$ cat src/rtl/ptrf_pkg.sv
// Shared constants, types and the arctangent table of the path point transform.
package ptrf_pkg;

  localparam int CORDIC_STAGES = 16;
  localparam int FRACTION_BITS = 16;
  localparam int ATAN_ENTRIES  = 25;
  localparam int NSTAGE = (CORDIC_STAGES < ATAN_ENTRIES) ? CORDIC_STAGES : ATAN_ENTRIES;
  localparam int CNTW   = (NSTAGE > 1) ? $clog2(NSTAGE) : 1;

  // Trig width, difference width, product width and sum width of the front part.
  localparam int TW = FRACTION_BITS + 2;
  localparam int DW = 33;
  localparam int PW = DW + TW;
  localparam int SW = PW + 1;

  // Vector width of the back part: normalised magnitude below 2^41 plus CORDIC growth.
  localparam int VW   = 45;
  localparam int NORM = 6;

  localparam int QDEPTH = 4;
  localparam int QAW    = 2;

  localparam logic signed [33:0] GAIN_Q30 = 34'sd652032874;
  localparam logic [31:0]        ANGLE_PI = 32'h8000_0000;

  typedef enum logic [1:0] {
    REG_ROBOT_X       = 2'd0,
    REG_ROBOT_Y       = 2'd1,
    REG_ROBOT_HEADING = 2'd2
  } reg_idx_e;

  typedef struct packed {
    logic                 busy;
    logic signed [TW-1:0] cosine;
    logic signed [TW-1:0] sine;
  } trig_t;

  typedef struct packed {
    logic [31:0] lx;
    logic [31:0] ly;
    logic        first;
  } ent_t;

  typedef struct packed {
    logic signed [VW-1:0] x;
    logic signed [VW-1:0] y;
    logic [31:0]          z;
    logic [31:0]          lx;
    logic [31:0]          ly;
    logic                 zero;
  } vec_t;

  function automatic logic [31:0] atan_angle(input int i);
    logic [31:0] a;
    case (i)
      0:  a = 32'd536870912;
      1:  a = 32'd316933406;
      2:  a = 32'd167458907;
      3:  a = 32'd85004756;
      4:  a = 32'd42667331;
      5:  a = 32'd21354465;
      6:  a = 32'd10679838;
      7:  a = 32'd5340245;
      8:  a = 32'd2670163;
      9:  a = 32'd1335087;
      10: a = 32'd667544;
      11: a = 32'd333772;
      12: a = 32'd166886;
      13: a = 32'd83443;
      14: a = 32'd41722;
      15: a = 32'd20861;
      16: a = 32'd10430;
      17: a = 32'd5215;
      18: a = 32'd2608;
      19: a = 32'd1304;
      20: a = 32'd652;
      21: a = 32'd326;
      22: a = 32'd163;
      23: a = 32'd81;
      24: a = 32'd41;
      default: a = 32'd0;
    endcase
    return a;
  endfunction

  function automatic logic [VW-1:0] vabs(input logic signed [VW-1:0] v);
    return (v < 0) ? -v : v;
  endfunction

endpackage

$ cat src/rtl/ptrf_queue.sv
// Short queue of transformed points between the front and the back part.
module ptrf_queue import ptrf_pkg::*; (
  input  logic clk_i,
  input  logic rst_ni,
  input  logic push_i,
  input  ent_t ent_i,
  output logic full_o,
  output logic valid_o,
  input  logic pop_i,
  output ent_t ent_o
);

  ent_t           mem_q [QDEPTH];
  logic [QAW-1:0] wp_q, rp_q;
  logic [QAW:0]   cnt_q;

  assign full_o  = (cnt_q == (QAW+1)'(QDEPTH));
  assign valid_o = (cnt_q != '0);
  assign ent_o   = mem_q[rp_q];

  always_ff @(posedge clk_i or negedge rst_ni) begin
    if (!rst_ni) begin
      wp_q  <= '0;
      rp_q  <= '0;
      cnt_q <= '0;
    end else begin
      if (push_i) wp_q <= wp_q + 1'b1;
      if (pop_i)  rp_q <= rp_q + 1'b1;
      cnt_q <= cnt_q + (QAW+1)'(push_i) - (QAW+1)'(pop_i);
    end
  end

  always_ff @(posedge clk_i) begin
    if (push_i) mem_q[wp_q] <= ent_i;
  end

  a_cnt_bound: assert property (@(posedge clk_i) disable iff (!rst_ni)
    cnt_q <= (QAW+1)'(QDEPTH)) else $error("queue count beyond depth");
  a_no_under: assert property (@(posedge clk_i) disable iff (!rst_ni)
    pop_i |-> cnt_q != '0) else $error("queue read while empty");
  a_no_over: assert property (@(posedge clk_i) disable iff (!rst_ni)
    (push_i && !pop_i) |-> !full_o) else $error("queue written while full");

endmodule

$ cat config.mk
export PLATFORM = sky130hd
export DESIGN_NAME = ptrf_queue
export DESIGN_NICKNAME = d
export VERILOG_FILES = /design/src/rtl/ptrf_pkg.sv /design/src/rtl/ptrf_queue.sv
export SDC_FILE = /design/constraint.sdc
export NUM_CORES = 1
export LEC_CHECK = 0
export ABC_AREA = 1
export BUFFER_PORTS_ARGS = -buffer_cell sky130_fd_sc_hd__buf_2
export CAP_MARGIN = 20
export CORE_UTILIZATION = 60
export CTS_BUF_LIST = sky130_fd_sc_hd__clkbuf_16
export DETAILED_ROUTE_END_ITERATION = 7
export PLACE_DENSITY = 0.78
export SLEW_MARGIN = 20
export SYNTH_ARGS = -nofsm -noshare
export SYNTH_HDL_FRONTEND = slang
export SYNTH_SLANG_ARGS = --single-unit
export TNS_END_PERCENT = 30
$ cat constraint.sdc
create_clock -name clk_i -period 3.52 [get_ports clk_i]
set_clock_uncertainty 0.05 [all_clocks]
set_input_delay 1.056 -clock clk_i [delete_from_list [all_inputs] [get_ports clk_i]]
set_output_delay 1.056 -clock clk_i [all_outputs]
set_load 0.005 [all_outputs]
== After elaboration in Yosys (flattened, before gate mapping) ==
Memories as Yosys holds them, arrays and structs flattened.
Cells that the tools add are included.
Storage, ports and cells
  input bits: 69
  flip-flop bits (word level): 7
  output and inout port bits: 67
  memory bits (writable): 260
  word-level logic and storage cells: 12
  memories kept: 1
Operators by class
  mux-type cells: 2
  reduce and logical (&&, ||, !) cells: 1
  equality and inequality tests: 1
  add/sub/neg operators: 4
Memories
  mem_q: words 4, bits a word 65, read ports 1, clocked after Yosys merged registers in 0, wr ports 1, line ptrf_queue.sv:13  | ent_t mem_q [QDEPTH];
Operators by type and width (count)
  2-bit by 1-bit adder with 2-bit output, second input constant: 2
  3-bit by 1-bit adder with 3-bit output: 1
  3-bit equality test, second input constant: 1
  3-bit nonzero test: 1
  3-bit by 1-bit subtractor with 3-bit output: 1
  1-bit two-way mux: 2

== Longest topological paths before layout ==
  depth after elaboration: 2
  mapped depth: 8
  mapped depth without buffers: 8

== Worst setup path before layout ==
No wires, ideal clock.
  kind: in2reg
  from: in push_i
  to: mem mem_q[1][0] in the netlist's numbering, enable pin
  stages on the path: 3
  setup time: 419 ps
  path slack: 443 ps
  required time: 3051 ps
  buffers on the path: 1
  data arrival time: 2607 ps
  cells stage by stage: clkbuf_1 nand2_1 inv_1
Between the ends
  longest elaborated chain between the ends: 2
Ends and longest elaborated chain
  from (decl): line ptrf_queue.sv:5  | input logic push_i,
  1-bit two-way mux: line ptrf_queue.sv:34  | if (push_i) mem_q[wp_q] <= ent_i;
  1-bit two-way mux (implied by the code): line ptrf_queue.sv:34
  to (decl): line ptrf_queue.sv:13
Every way passes these cells.

==> flow_summary.json <==
{
  "setup_viol": 0,
  "cp_common_cell": "nand2_1",
  "outcome": "completed",
  "pre_cts_slack_ps": 845,
  "dieWidth_um": 140,
  "crit_buf_inv": 3,
  "finalPower_mw": 10.5,
  "holdWs_ps": 322,
  "htreeDepth": 1,
  "path_class": "reg -> out",
  "critPathLaunchType": "register",
  "routed_wl_um": 21500,
  "fmax_ghz": 0.312,
  "routed_via_density": 4.92,
  "synth.top_cell.area_share": 0.688,
  "grt_util_all_layers": 0.227,
  "cts.clk_slew.worst_paths_ps": 60,
  "setup_slack_ps": 314,
  "hpwl_um": 12400,
  "crit_required_ps": 2410,
  "cts_resized": 0,
  "clock_latency_ps": 510,
  "topRoutingLayerUsed": "met4",
  "dr_total_vias": 7135,
  "first_iter_violations": 549,
  "start_util": 0.622,
  "drc": 0,
  "path_cells": "inv_4 > buf_12 > nand2_1 > nand3_1 > nand2_1 > buf_2",
  "synthTopCellsByArea": "edfxtp_1, nand2_1, inv_1",
  "cts_tree": "built",
  "grt-ovfl-total": 0,
  "post_cts_buffers": 0,
  "maxCapViolations": 0,
  "nets": 1275,
  "async_flop_share": 0.0262,
  "ioPinCount": 136,
  "yosysUniqueCellTypes": 15,
  "post-place-cells": 1400,
  "dr_wl_met3_um": 1260,
  "met1_length_um": 8810,
  "grt_first_pass_wirelength_um": 34400,
  "root_buffer": "clkbuf_16",
  "avgRoutedWirePerCell_um": 14.8,
  "syn_area_per_cell_um2": 10.7,
  "clock_sinks": 267,
  "drtPass1Iterations": 6,
  "vdd_drop_max_mv": 0.561,
  "yosysWarnings": 0,
  "timing.final.crit_share": 0.911,
  "hold_class": "in -> async",
  "gp_congestion": 0.738,
  "cts_made_buffers": 26,
  "synthCells": 1065,
  "power_density_nw_per_um2": 806,
  "synth-edff-count": 260,
  "antenna_found_initial": 2,
  "synth_common_cells": "nand2_1, inv_1, edfxtp_1, nand3_1, buf_2",
  "maxSlewHeadroom": 0.434,
  "rows": 49,
  "synthToLayoutAreaGrowth_pct": 15.0,
  "final_area_um2": 13100,
  "critPathTopFamily": "buffers and inverters",
  "hold_viol_final": 0,
  "tns_ps": 0,
  "synth_flop_cell": "edfxtp_1",
  "coreArea_um2": 18300,
  "grt_max_degree": 133,
  "worstMarginPinSlew_ps": 849,
  "die_h_um": 140,
  "p_leak_nw": 6.20,
  "slew_viol_final": 0,
  "synth-seq-cells": 267,
  "syn-num-nets": 1141,
  "drive_above_1_share": 0.161,
  "crit_path_max_fanout": 66,
  "end_kind": "primary output",
  "grt_pass1_vias": 6911,
  "die_area_um2": 19500,
  "critPathSlowestCell": "dfrtp_4",
  "critPathArrivalTime_ps": 2100,
  "wl_met2_um": 11000,
  "instances_no_fill": 1450,
  "post-route-util": 0.715,
  "yosysSeqAreaShare": 0.703,
  "yosysTopAreaCell": "edfxtp_1",
  "portBuffers": 135,
  "yosysMostFrequentCell": "nand2_1",
  "postRouteAntennaNets": 0,
  "place_area_um2": 12200,
  "hold_buffers": 0,
  "cts_max_path_buffers": 3,
  "rsz0062_at_grt": "no",
  "slowest_delay_ps": 500,
  "synth.cell_area_um2": 11400,
  "fin_crit_ps": 3210,
  "regToRegSetupSlack_ps": 1810
}
[final timing paths]
kind	from	to	cells after the start
min in group clk_i	wp_q[0]$_DFFE_PN0P_	wp_q[0]$_DFFE_PN0P_	1
worst max register to register	wp_q[0]$_DFFE_PN0P_	mem_q[3][25]$_DFFE_PP_	4
worst min-delay path	rst_ni	cnt_q[1]$_DFF_PN0_	1
worst min register to register	wp_q[0]$_DFFE_PN0P_	wp_q[0]$_DFFE_PN0P_	1
max in group asynchronous	rst_ni	rp_q[0]$_DFFE_PN0P_	1
worst max-delay path	rp_q[0]$_DFFE_PN0P_	ent_o[27]	6
[power by group]
| group | switching (mW) | internal, mW |
|---|---|---|
| Clock | 1.11 | 1.60 |
| Sequential | 0.141 | 4.17 |
| Combinational | 2.30 | 1.20 |
[registers in the layout, indices dropped and copies added, names as in the netlist]
register / cells
mem_q: 260
cnt_q: 3
rp_q: 2
wp_q: 2
[logic make-up after synthesis]
group                      Yosys count  share of synthesized area
and+or+nand+nor                    469                      0.170
AOI/OAI and AO/OA                    1                   0.000440
xor gates and xnor gates             3                    0.00231
DFF                                267                      0.703
adders and majority gates            7                    0.00837
buffers and inverters              318                      0.116
[layer usage]
| metal | vias to the layer above | track usage |
|---|---|---|
| li1 | 3577 | - |
| met1 | 3313 | 0.289 |
| met2 | 209 | 0.401 |
| met3 | 36 | 0.0392 |
| met4 | 0 | 0.0700 |
| met5 | - | 0 |
[cell usage in the layout, fill, tap and decap left out]
cell / Yosys / final
nand2_1: 336 / 336
inv_1: 273 / 273
edfxtp_1: 260 / 260
buf_2: 24 / 135
nand3_1: 132 / 132
clkbuf_16: 0 / 27
buf_4: 2 / 10
ha_1: 6 / 6
clkinv_2: 0 / 6
inv_2: 1 / 5
clkinv_1: 0 / 5
dfrtp_1: 7 / 5
buf_12: 0 / 5
xor2_1: 3 / 3
bufinv_16: 0 / 3
diode_2: 0 / 2
clkinvlp_4: 0 / 2
inv_4: 0 / 1
nor2_1: 1 / 1
o21ai_0: 1 / 1
fa_1: 1 / 1
dfrtp_4: 0 / 1
dfrtp_2: 0 / 1
[cell type report]
class	count	area (um^2)
inverters	274	1030
diodes	2	5.00
multi-input cells	480	2050
clock buffers	27	676
fillers	1263	5210
well taps	229	287
repair buffers	150	851
clock inverters	21	173
flip-flops and latches	267	7990
[worst reg2reg max path: stages, from the launching register on]
cell and delay [ps]:
dfrtp_1 410, ha_1 160, nand2_1 60, inv_2 430
buf_12 290
(Power assumes the default switching activity.)
