`src/rtl/ptrf_pkg.sv`:
```
// Shared constants, types and the arctangent table of the path point transform.
package ptrf_pkg;

  localparam int CORDIC_STAGES = 16;
  localparam int FRACTION_BITS = 16;
  localparam int ATAN_ENTRIES  = 25;
  localparam int NSTAGE = (CORDIC_STAGES < ATAN_ENTRIES) ? CORDIC_STAGES : ATAN_ENTRIES;
  localparam int CNTW   = (NSTAGE > 1) ? $clog2(NSTAGE) : 1;

  // Trig width, difference width, product width and sum width of the front part.
  localparam int TW = FRACTION_BITS + 2;
  localparam int DW = 33;
  localparam int PW = DW + TW;
  localparam int SW = PW + 1;

  // Vector width of the back part: normalised magnitude below 2^41 plus CORDIC growth.
  localparam int VW   = 45;
  localparam int NORM = 6;

  localparam int QDEPTH = 4;
  localparam int QAW    = 2;

  localparam logic signed [33:0] GAIN_Q30 = 34'sd652032874;
  localparam logic [31:0]        ANGLE_PI = 32'h8000_0000;

  typedef enum logic [1:0] {
    REG_ROBOT_X       = 2'd0,
    REG_ROBOT_Y       = 2'd1,
    REG_ROBOT_HEADING = 2'd2
  } reg_idx_e;

  typedef struct packed {
    logic                 busy;
    logic signed [TW-1:0] cosine;
    logic signed [TW-1:0] sine;
  } trig_t;

  typedef struct packed {
    logic [31:0] lx;
    logic [31:0] ly;
    logic        first;
  } ent_t;

  typedef struct packed {
    logic signed [VW-1:0] x;
    logic signed [VW-1:0] y;
    logic [31:0]          z;
    logic [31:0]          lx;
    logic [31:0]          ly;
    logic                 zero;
  } vec_t;

  function automatic logic [31:0] atan_angle(input int i);
    logic [31:0] a;
    case (i)
      0:  a = 32'd536870912;
      1:  a = 32'd316933406;
      2:  a = 32'd167458907;
      3:  a = 32'd85004756;
      4:  a = 32'd42667331;
      5:  a = 32'd21354465;
      6:  a = 32'd10679838;
      7:  a = 32'd5340245;
      8:  a = 32'd2670163;
      9:  a = 32'd1335087;
      10: a = 32'd667544;
      11: a = 32'd333772;
      12: a = 32'd166886;
      13: a = 32'd83443;
      14: a = 32'd41722;
      15: a = 32'd20861;
      16: a = 32'd10430;
      17: a = 32'd5215;
      18: a = 32'd2608;
      19: a = 32'd1304;
      20: a = 32'd652;
      21: a = 32'd326;
      22: a = 32'd163;
      23: a = 32'd81;
      24: a = 32'd41;
      default: a = 32'd0;
    endcase
    return a;
  endfunction

  function automatic logic [VW-1:0] vabs(input logic signed [VW-1:0] v);
    return (v < 0) ? -v : v;
  endfunction

endpackage

```
`src/rtl/ptrf_trig.sv`:
```
// Iterative rotation CORDIC that caches the cosine and sine of the robot heading.
module ptrf_trig import ptrf_pkg::*; (
  input  logic        clk_i,
  input  logic        rst_ni,
  input  logic        hd_we_i,
  input  logic [15:0] hd_i,
  output trig_t       trig_o
);

  logic                   busy_q;
  logic [CNTW-1:0]        cnt_q;
  logic signed [33:0]     x_q, y_q, x_n, y_n, xr, yr;
  logic signed [31:0]     z_q, z_n, z0;
  logic signed [TW-1:0]   cos_q, sin_q;

  always_comb begin
    if (z_q >= 0) begin
      x_n = x_q - (y_q >>> cnt_q);
      y_n = y_q + (x_q >>> cnt_q);
      z_n = z_q - $signed(atan_angle(int'(cnt_q)));
    end else begin
      x_n = x_q + (y_q >>> cnt_q);
      y_n = y_q - (x_q >>> cnt_q);
      z_n = z_q + $signed(atan_angle(int'(cnt_q)));
    end
    xr = x_n + (34'sd1 <<< (29 - FRACTION_BITS));
    yr = y_n + (34'sd1 <<< (29 - FRACTION_BITS));
    z0 = $signed({hd_i, 16'h0000});
  end

  // Reset starts a pass for heading zero so the cached values are valid afterwards.
  always_ff @(posedge clk_i or negedge rst_ni) begin
    if (!rst_ni) begin
      busy_q <= 1'b1;
      cnt_q  <= '0;
      x_q    <= GAIN_Q30;
      y_q    <= '0;
      z_q    <= '0;
      cos_q  <= '0;
      sin_q  <= '0;
    end else if (hd_we_i) begin
      busy_q <= 1'b1;
      cnt_q  <= '0;
      y_q    <= '0;
      // Beyond a quarter turn the start vector is flipped and the angle moved by pi.
      if (z0 > 32'sh4000_0000 || z0 < -32'sh4000_0000) begin
        x_q <= -GAIN_Q30;
        z_q <= {~z0[31], z0[30:0]};
      end else begin
        x_q <= GAIN_Q30;
        z_q <= z0;
      end
    end else if (busy_q) begin
      x_q   <= x_n;
      y_q   <= y_n;
      z_q   <= z_n;
      cnt_q <= cnt_q + 1'b1;
      if (cnt_q == CNTW'(NSTAGE - 1)) begin
        busy_q <= 1'b0;
        cos_q  <= TW'(xr >>> (30 - FRACTION_BITS));
        sin_q  <= TW'(yr >>> (30 - FRACTION_BITS));
      end
    end
  end

  assign trig_o.busy   = busy_q;
  assign trig_o.cosine = cos_q;
  assign trig_o.sine   = sin_q;

endmodule

```
`config.mk`:
```
export PLATFORM = sky130hd
export DESIGN_NAME = ptrf_trig
export DESIGN_NICKNAME = d
export VERILOG_FILES = /design/src/rtl/ptrf_pkg.sv /design/src/rtl/ptrf_trig.sv
export SDC_FILE = /design/constraint.sdc
export NUM_CORES = 1
export LEC_CHECK = 0
export ABC_AREA = 0
export ABC_CLOCK_PERIOD_IN_PS = 12800
export BUFFER_PORTS_ARGS = -buffer_cell sky130_fd_sc_hd__buf_2
export CAP_MARGIN = 30
export CORE_MARGIN = 3
export CORE_UTILIZATION = 45
export DETAILED_ROUTE_END_ITERATION = 8
export GPL_TIMING_DRIVEN = 0
export PLACE_DENSITY = 0.65
export SYNTH_ARGS = -nofsm -noshare
export SYNTH_HDL_FRONTEND = slang
export SYNTH_SLANG_ARGS = --single-unit
```
`constraint.sdc`:
```
create_clock -name clk_i -period 12.8 [get_ports clk_i]
set_clock_uncertainty 0.1 [all_clocks]
set_input_delay 1.28 -clock clk_i [delete_from_list [all_inputs] [get_ports clk_i]]
set_output_delay 1.28 -clock clk_i [all_outputs]
set_load 0.02 [all_outputs]
```
### Yosys cells after proc, flatten, opt, wreduce, memory -nomap -nowiden

Memories as Yosys holds them, arrays and structs flattened.
Cells that the tools add are included.

| word-level totals | value |
|---|---|
| flip-flop bits (word level) | 141 |
| memory bits (read-only) | 960 |
| input bits | 19 |
| output and inout bits | 37 |
| word-level logic and storage cells | 47 |
| memories | 2 |

| cells by class | value |
|---|---|
| $add $sub $neg | 9 |
| magnitude comparators | 3 |
| equal/unequal tests | 1 |
| shift operators | 2 |
| mux-type cells | 18 |
| bitwise logic cells | 2 |
| reduce and logical (&&, ||, !) cells | 3 |

Memories:

| memory | words | bits a word | rd ports | clocked after memory_dff | write ports | RTL line | text |
|---|---|---|---|---|---|---|---|
| (name not given) | 16 | 30 | 1 | 0 | 0 | ptrf_pkg.sv:55 | `case (i)` |
| (name not given) | 16 | 30 | 1 | 0 | 0 | ptrf_pkg.sv:55 |  |

Operators by type and width:

| cell | count |
|---|---|
| 34-bit two-way mux | 7 |
| 32-bit two-way mux | 6 |
| 34-bit adder | 2 |
| 34-bit by 4-bit >>> shifter with 34-bit output | 2 |
| 34-bit subtractor | 2 |
| 32-bit by 15-bit adder with 32-bit output, second input constant | 2 |
| 32-bit adder | 1 |
| 32-bit by 1-bit >= comparator with 1-bit output, second input constant | 1 |
| 32-bit > comparator, second input constant | 1 |
| 32-bit by 31-bit < comparator with 1-bit output, second input constant | 1 |
| 32-bit subtractor | 1 |
| 4-bit two-way mux | 2 |
| 4-bit by 1-bit adder with 4-bit output, second input constant | 1 |
| 4-bit equality test, second input constant | 1 |
| 1-bit two-way mux | 3 |
| 3-bit AND reduction | 1 |
| 1-bit NOT | 2 |
| 2-bit nonzero test | 1 |
| 1-bit logical OR | 1 |

### Depth between registers and ports, before layout

Gate-level depths: netlist of run 1.

| depth | value |
|---|---|
| word-level depth | 6 |
| depth in mapped cells | 33 |
| gate-level depth less buffers | 26 |

### Worst setup path after synthesis of run 1

Ideal clock, no wire load.

| path | value |
|---|---|
| path kind | reg2reg |
| from | register cnt_q[2] |
| to | register sin_q[16] |
| setup time | 0.125 ns |
| data arrival time | 6.611 ns |
| data required time | 12.575 ns |
| path slack | 5.964 ns |
| cell stages (with the launch flop) | 31 |
| buffers on the path | 8 |
| period minus slack after synthesis | 6.836 ns |
| cells stage by stage | dfrtp_1 buf_2 buf_1 buf_4 clkbuf_1 buf_4 clkbuf_1 clkbuf_1 clkbuf_1 a21oi_1 a21oi_1 ha_1 nand3_1 nor2b_1 nand3_1 nor2_1 nor2_1 xnor2_1 ha_1 a21oi_1 nand2_1 a221oi_1 o31ai_1 a211o_1 a211oi_1 a21oi_1 xnor2_1 or4_1 nor4_1 xnor2_1 mux2_2 |

| on the way | value |
|---|---|
| word-level cells in the longest chain between the ends | 4 |
| elaborated cells on any way between the ends | 7 |
| classes of those cells | 3 x add/sub; 1 x eq/ne; 1 x shift; 1 x mux; 1 x reduce/logical |

Ends and longest elaborated chain:

| what | RTL line | text |
|---|---|---|
| start, declared | ptrf_trig.sv:11 | `logic [CNTW-1:0] cnt_q;` |
| start signal, assigned | ptrf_trig.sv:57 | `cnt_q <= cnt_q + 1'b1;` |
| 34-bit by 4-bit >>> shifter with 34-bit output | ptrf_trig.sv:19, ptrf_trig.sv:23 |  |
| 34-bit subtractor / 34-bit adder (equally long branches) | ptrf_trig.sv:23, ptrf_trig.sv:19 |  |
| 34-bit two-way mux | ptrf_trig.sv:17 | `if (z_q >= 0) begin` |
| 32-bit by 15-bit adder with 32-bit output | ptrf_trig.sv:27 | `yr = y_n + (34'sd1 <<< (29 - FRACTION_BITS));` |
| end signal, assigned | ptrf_trig.sv:61 | `sin_q <= TW'(yr >>> (30 - FRACTION_BITS));` |
| end, declared | ptrf_trig.sv:14 | `logic signed [TW-1:0] cos_q, sin_q;` |

Several ways; a longest one is shown, not always the timed one.
A chain may end at the register's enable or synchronous reset.

### Worst setup path after layout of run 1

Same ends and word-level chain as after synthesis.

==> results.py, run 1 <==
metrics = {
    "status": {
        "status": "complete, no violations",
    },
    "cts": {
        "cts_setup_buffers": 0,
        "cts_buffer_depth": 2,
        "clock-root-buffer": "clkbuf_16",
        "post_cts_resized": 0,
        "clk_latency_ps": 490,
        "cts_tree": "yes",
        "cts_made_buffers": 17,
        "cts_sinks": 141,
        "clkSlewWorstSetupHoldPaths_ps": 60,
        "htree_levels": 4,
        "ctsHoldBuffers": 0,
    },
    "global_routing": {
        "busiest_layer": "met2",
        "use_met2_pct": 48.17,
        "grt_pass1_vias": 16310,
        "grt_use_met1_pct": 42.39,
        "grt_usage_pct": 31.09,
        "grt_antenna_before_repair": 4,
        "grt_max_degree": 80,
        "grt-ovfl-total": 0,
        "use_met3_pct": 6.120,
        "grt_pass1_wl_um": 97390,
    },
    "die": {
        "num_rows": 71,
        "start_util_pct": 45.82,
        "fp.dieArea_um2": 40830,
        "die_h_um": 202.1,
        "coreArea_um2": 37760,
        "die_w_um": 202.1,
        "ioPinCount": 56,
    },
    "cells_and_area": {
        "area_growth_pct": 9.663,
        "multi_input_area_um2": 12910,
        "nets": 2332,
        "fillers": 3657,
        "seqCellArea_um2": 3552,
        "drive_gt1_share_pct": 11.93,
        "n_antenna_cell": 0,
    },
    "critical_path": {
        "worstPathRequired_ps": 13070,
        "timing.rr.start": "cnt_q[2]",
        "rrSetupSlack_ps": 3280,
        "max_stage_delay_ps": 580,
        "arrival_ps": 9790,
        "r2r_cells": 30,
        "startpoint": "cnt_q[2]",
        "r2r-end": "sin_q[16]",
        "path_class": "reg2reg",
        "path_max_fanout": 10,
        "crit_path_end_kind": "register",
        "start_kind": "register",
        "crit_slowest_cell": "or4_1",
    },
    "logic_synthesis": {
        "synth_async_sr_flop_share_pct": 100.0,
        "yosysTopAreaCellShare_pct": 17.65,
        "synth-edff-count": 0,
        "syn_nets": 2251,
        "syn_inst": 2120,
        "synth_area_um2": 17300,
        "synthMuxAreaShare_pct": 17.38,
        "synth_compound_area_share_pct": 19.98,
        "synth-xor-area-share_pct": 10.03,
        "synth_most_common_cell": "nand2_1",
        "yosysUniqueCellTypes": 82,
        "synth_top_family_by_area": "compound AO/OA/AOI/OAI gates",
        "avgSynthCellArea_um2": 8.159,
        "yosysWarnings": 0,
        "synthTopCellsByArea": "dfrtp_1 (18%), ha_1 (7.9%), mux4_2 (5.6%)",
        "synthAdderAreaFrac_pct": 8.231,
        "synth_top_area_cell": "dfrtp_1",
        "yosys.area_share.simple_pct": 18.99,
        "synth.ff_latch_count": 141,
        "ys.flop_type": "dfrtp_1",
        "synthTopCellsByCount": "nand2_1 (255), nor2_1 (195), o21ai_0 (184)",
        "yosysSeqAreaShare_pct": 20.54,
    },
    "route": {
        "drtIter0Drc": 1783,
        "firstDrtPassIters": 6,
        "drcViolationCount": 0,
        "vias": 16980,
        "vias_per_cell": 6.233,
        "ant_nets": 0,
        "wl_per_cell_um": 23.56,
        "postRouteWirelength_um": 64180,
    },
    "sta": {
        "rsz0062_at_grt": "no",
        "setup_violations": 0,
        "slew_headroom_pct": 28.97,
        "period_share_pct": 74.37,
        "setup_tns_ps": 0,
        "period_needed_ps": 9520,
        "max_freq_mhz": 105.0,
        "slew_violations": 0,
        "worst_pin_slew_ps": 1066,
        "finalHoldViolCount": 0,
    },
    "hold_path": {
        "holdCritPathClass": "reg2reg",
        "holdPathEnd": "cos_q[11]",
        "min-delay-start": "cos_q[11]",
        "whs_path_depth": 2,
    },
    "flow_run": {
        "cap_violations": 0,
    },
    "placed_design": {
        "io_buffers": 55,
        "hpwl_um": 50340,
        "gp_congestion": 1.021,
    },
}
-- worst max path at each step --
stage | to | cells after the start | slack, ps
5_1_grt | sin_q[16] | 32 | 2760
4_1_cts | sin_q[16] | 30 | 3450
2_1_floorplan | sin_q[16] | 30 | 5960
6_report | sin_q[16] | 30 | 3280
3_3_place_gp | sin_q[16] | 30 | 3490
3_5_place_dp | sin_q[16] | 30 | 3480
-- state kept, by name (all words and copies together), names as in the netlist --
signal	cells
sin_q	18
y_q	34
x_q	34
cnt_q	4
busy_q	1
cos_q	18
z_q	32
-- cell families after synthesis --
family	Yosys count
and+or+nand+nor	708
AOI/OAI and AO/OA	573
DFF	141
buffers and inverters	182
muxes	206
adders and majority gates	112
xor gates and xnor gates	198
-- cells in the final DEF (no fill, tap or decap), types with 8 or more instances in the layout --
cell,synthesis,routed
buf_4,14,14
a31oi_1,25,25
nand4_1,16,16
xor2_1,89,89
mux2_2,42,42
or3_1,22,22
and2_1,13,13
o21bai_1,12,12
mux4_1,20,20
nand2b_1,27,27
clkbuf_1,68,69
and3_1,18,18
nor3_1,41,41
mux2i_1,95,95
dfrtp_1,122,122
a21o_1,30,30
o31ai_1,13,13
o211ai_1,14,14
a21boi_0,12,12
ha_1,109,109
nor4_1,15,15
inv_1,55,55
buf_2,17,71
a211oi_1,30,30
buf_1,17,17
nand3b_1,8,8
dfstp_2,19,19
xnor2_1,109,109
nor2_1,195,195
nand2_1,255,255
clkbuf_16,0,17
o21a_1,16,16
or2_2,8,8
nand3_1,41,41
nor2b_1,24,24
mux4_2,43,43
a21oi_1,178,178
o21ai_0,184,184
-- through the flow --
stage	util (%)	cell area, um2	hold slack [ps]	worst slack, ps	instances
after floorplan	-	17300	389.7	5964	2120
after global placement	48.24	18210	348.5	3493	2686
after detailed placement	48.53	18320	349.8	3484	2692
after CTS	50.20	18950	364.9	3450	2723
after global routing	50.24	18970	396.0	2763	2724
final	50.24	18970	361.2	3280	2724
-- critical path: cells and delay by family (launching register included) --
kind	cells	cell delay [ps]
AO/OA/AOI/OAI	8	2110
XOR/XNOR	3	700
adder cells (fa/ha/maj)	2	620
buffers and inverters	8	3430
flip-flops	1	320
multiplexers	1	270
AND/OR/NAND/NOR	8	1860
-- metal layers --
layer	wire (um)	up-vias
met3	5010	134
met4	2786	6
li1	-	7887
met1	28240	8283
met2	28090	669
met5	48	-
-- area by class of cell --
class                      count  share of cell area (%)
multi-input combinational   1797                   68.04
tap                          511                   3.370
sequential                   141                   18.73
clock inverter                10                  0.8575
timing repair buffer          62                   2.104
inverter                      58                   1.148
buffer                       124                   3.278
clock buffer                  21                   2.480
Power of run 1 is left out: the tool's default activity adds up to more than one toggle a clock period on the data nets, which glitch-free logic cannot reach.
==> inputs of run 2 (changes only) <==
--- a/config.mk
+++ b/config.mk
@@ -6,14 +6,14 @@
 export NUM_CORES = 1
 export LEC_CHECK = 0
 export ABC_AREA = 0
-export ABC_CLOCK_PERIOD_IN_PS = 12800
+export ABC_CLOCK_PERIOD_IN_PS = 8520
 export BUFFER_PORTS_ARGS = -buffer_cell sky130_fd_sc_hd__buf_2
 export CAP_MARGIN = 30
 export CORE_MARGIN = 3
 export CORE_UTILIZATION = 45
 export DETAILED_ROUTE_END_ITERATION = 8
 export GPL_TIMING_DRIVEN = 0
-export PLACE_DENSITY = 0.65
+export PLACE_DENSITY = 0.67
 export SYNTH_ARGS = -nofsm -noshare
 export SYNTH_HDL_FRONTEND = slang
 export SYNTH_SLANG_ARGS = --single-unit
==> constraint.sdc (replaced) <==
create_clock -name clk_i -period 8.52 [get_ports clk_i]
set_clock_uncertainty 0.1 [all_clocks]
set_input_delay 0.852 -clock clk_i [delete_from_list [all_inputs] [get_ports clk_i]]
set_output_delay 0.852 -clock clk_i [all_outputs]
set_load 0.02 [all_outputs]
==> run 2 against run 1 <==
  * Via count up 0.68%
  * Final cell count down 0.15%
  * Global-route usage up 0.61 points
  * Wire length up 2.2%
  * Cell area down 0.41%
  * Die area unchanged
  * Sequential share of layout area up 0.077 points
  * Core utilization down 0.21 points
  * Setup slack worse by 2800 ps
  * Critical endpoint unchanged
  * Highest routed layer unchanged
==> results.py, run 2 (same netlist as run 1, synthesis figures left out) <==
metrics = {
    "global_routing": {
        "grt_pass1_vias": 16530,
        "grt_usage_pct": 31.69,
        "grt_antenna_before_repair": 1,
        "grt-ovfl-total": 0,
        "grt_max_degree": 78,
        "grt_pass1_wl_um": 99240,
    },
    "sta": {
        "hold_ws_ps": 305.7,
        "max_freq_mhz": 124.6,
        "period_needed_ps": 8026,
        "slew_headroom_pct": 27.15,
        "finalHoldViolCount": 0,
        "setup_violations": 0,
        "slew_violations": 0,
        "period_share_pct": 94.21,
        "worst_pin_slew_ps": 1093,
        "rsz0062_at_grt": "no",
    },
    "cells_and_area": {
        "stdcell_count": 2720,
        "fin_util_pct": 50.04,
        "seqCellArea_um2": 3552,
        "nets": 2327,
        "n_antenna_cell": 0,
        "mostFrequentLayoutCell": "nand2_1",
        "drive_gt1_share_pct": 11.82,
        "final_cell_mix": "nand2_1 (255), nor2_1 (195), o21ai_0 (184), a21oi_1 (178), dfrtp_1 (122)",
        "area_growth_pct": 9.215,
        "postLayoutCellArea_um2": 18890,
        "multi_input_area_um2": 12910,
        "fillers": 3649,
        "reg.largest.list": "x_q (34), y_q (34), z_q (32)",
    },
    "placed_design": {
        "gp_congestion": 1.082,
        "postPlaceCellArea_um2": 18310,
        "io_buffers": 55,
        "hpwl_um": 51090,
        "dp.cells": 2691,
    },
    "critical_path": {
        "crit_path_end_kind": "register",
        "worstPathRequired_ps": 8780,
        "path_class": "reg2reg",
        "start_kind": "register",
        "path_max_fanout": 10,
        "arrival_ps": 8280,
    },
    "route": {
        "wl_per_cell_um": 24.11,
        "drcViolationCount": 0,
        "postRouteWirelength_um": 65570,
        "ant_nets": 0,
        "firstDrtPassIters": 6,
        "drtIter0Drc": 2047,
        "vias_per_cell": 6.285,
        "vias": 17100,
    },
    "cts": {
        "clkSlewWorstSetupHoldPaths_ps": 70,
        "cts_made_buffers": 17,
        "cts_setup_buffers": 0,
        "cts_sinks": 141,
        "ctsHoldBuffers": 0,
        "clock-root-buffer": "clkbuf_16",
        "cts_tree": "yes",
        "cts_buffer_depth": 2,
        "htree_levels": 4,
        "clk_latency_ps": 480,
    },
    "hold_path": {
        "holdCritPathClass": "in2async",
    },
    "die": {
        "start_util_pct": 45.82,
        "die_w_um": 202.1,
        "coreArea_um2": 37760,
        "die_h_um": 202.1,
        "ioPinCount": 56,
        "num_rows": 71,
        "fp.dieArea_um2": 40830,
    },
    "flow_run": {
        "cap_violations": 0,
    },
    "status": {
        "status": "complete, no violations",
    },
}
[run 2: final timing paths]
kind,cells after the start,from,slack (ps),endpoint
min in group clk_i,2,cos_q[2],370,cos_q[2]
max in group asynchronous,2,rst_ni,7150,sin_q[1]
hold reg to reg,2,cos_q[2],370,cos_q[2]
setup reg to reg,26,cnt_q[1],490,sin_q[16]
hold / removal,1,rst_ni,310,z_q[26]
setup / recovery,26,cnt_q[1],490,sin_q[16]
[run 2: critical path: stages, from the launching register on]
cell and delay [ps]:
dfrtp_1 370, buf_4 230, buf_2 380, clkbuf_1 540
mux4_2 460, mux2_2 340, a21oi_1 280, ha_1 230
nand3_1 110, nor2b_1 200, nand3_1 170, nor2_1 170
nor2_1 70, xnor2_1 190, ha_1 400, a21oi_1 330
nand2_1 100, a221oi_1 270, o31ai_1 220, a211o_1 380
a211oi_1 450, a21oi_1 150, xnor2_1 230, or4_1 590
nor4_1 500, xnor2_1 150, mux2_2 280
[run 2: per-stage QoR]
stage | setup TNS (ps) | setup WS [ps]
floorplan | 0 | 1684
global placement | -2062 | -772.7
detailed placement | -3665 | -859.1
CTS | 0 | 220.3
global route | 0 | 72.91
finish | 0 | 493.5
[run 2: layout make-up]
class                   count  area share, %
multi-input cells        1797          68.32
flip-flops and latches    141          18.80
well taps                 511          3.384
plain buffers             119          3.199
clock buffers              26          2.590
repair buffers             62          2.093
inverters                  58          1.152
clock inverters             6         0.4636
[run 2: per-layer routing]
layer  vias up  global-route usage (%)  routed length [um]
met5         -                       0                   7
met4         2                   14.13                2955
met3       165                   6.780                4936
met2       754                   48.81               28510
met1      8313                   42.95               29160
li1       7861                       -                   -
[run 2: what timing repair did]
action / in CTS / in global routing
endpoints found under the setup margin: 18 / 2
cloned: 0 / 0
pin swaps: 0 / 0
resized for setup: 1 / 0
Power of run 2 is left out for the same reason.
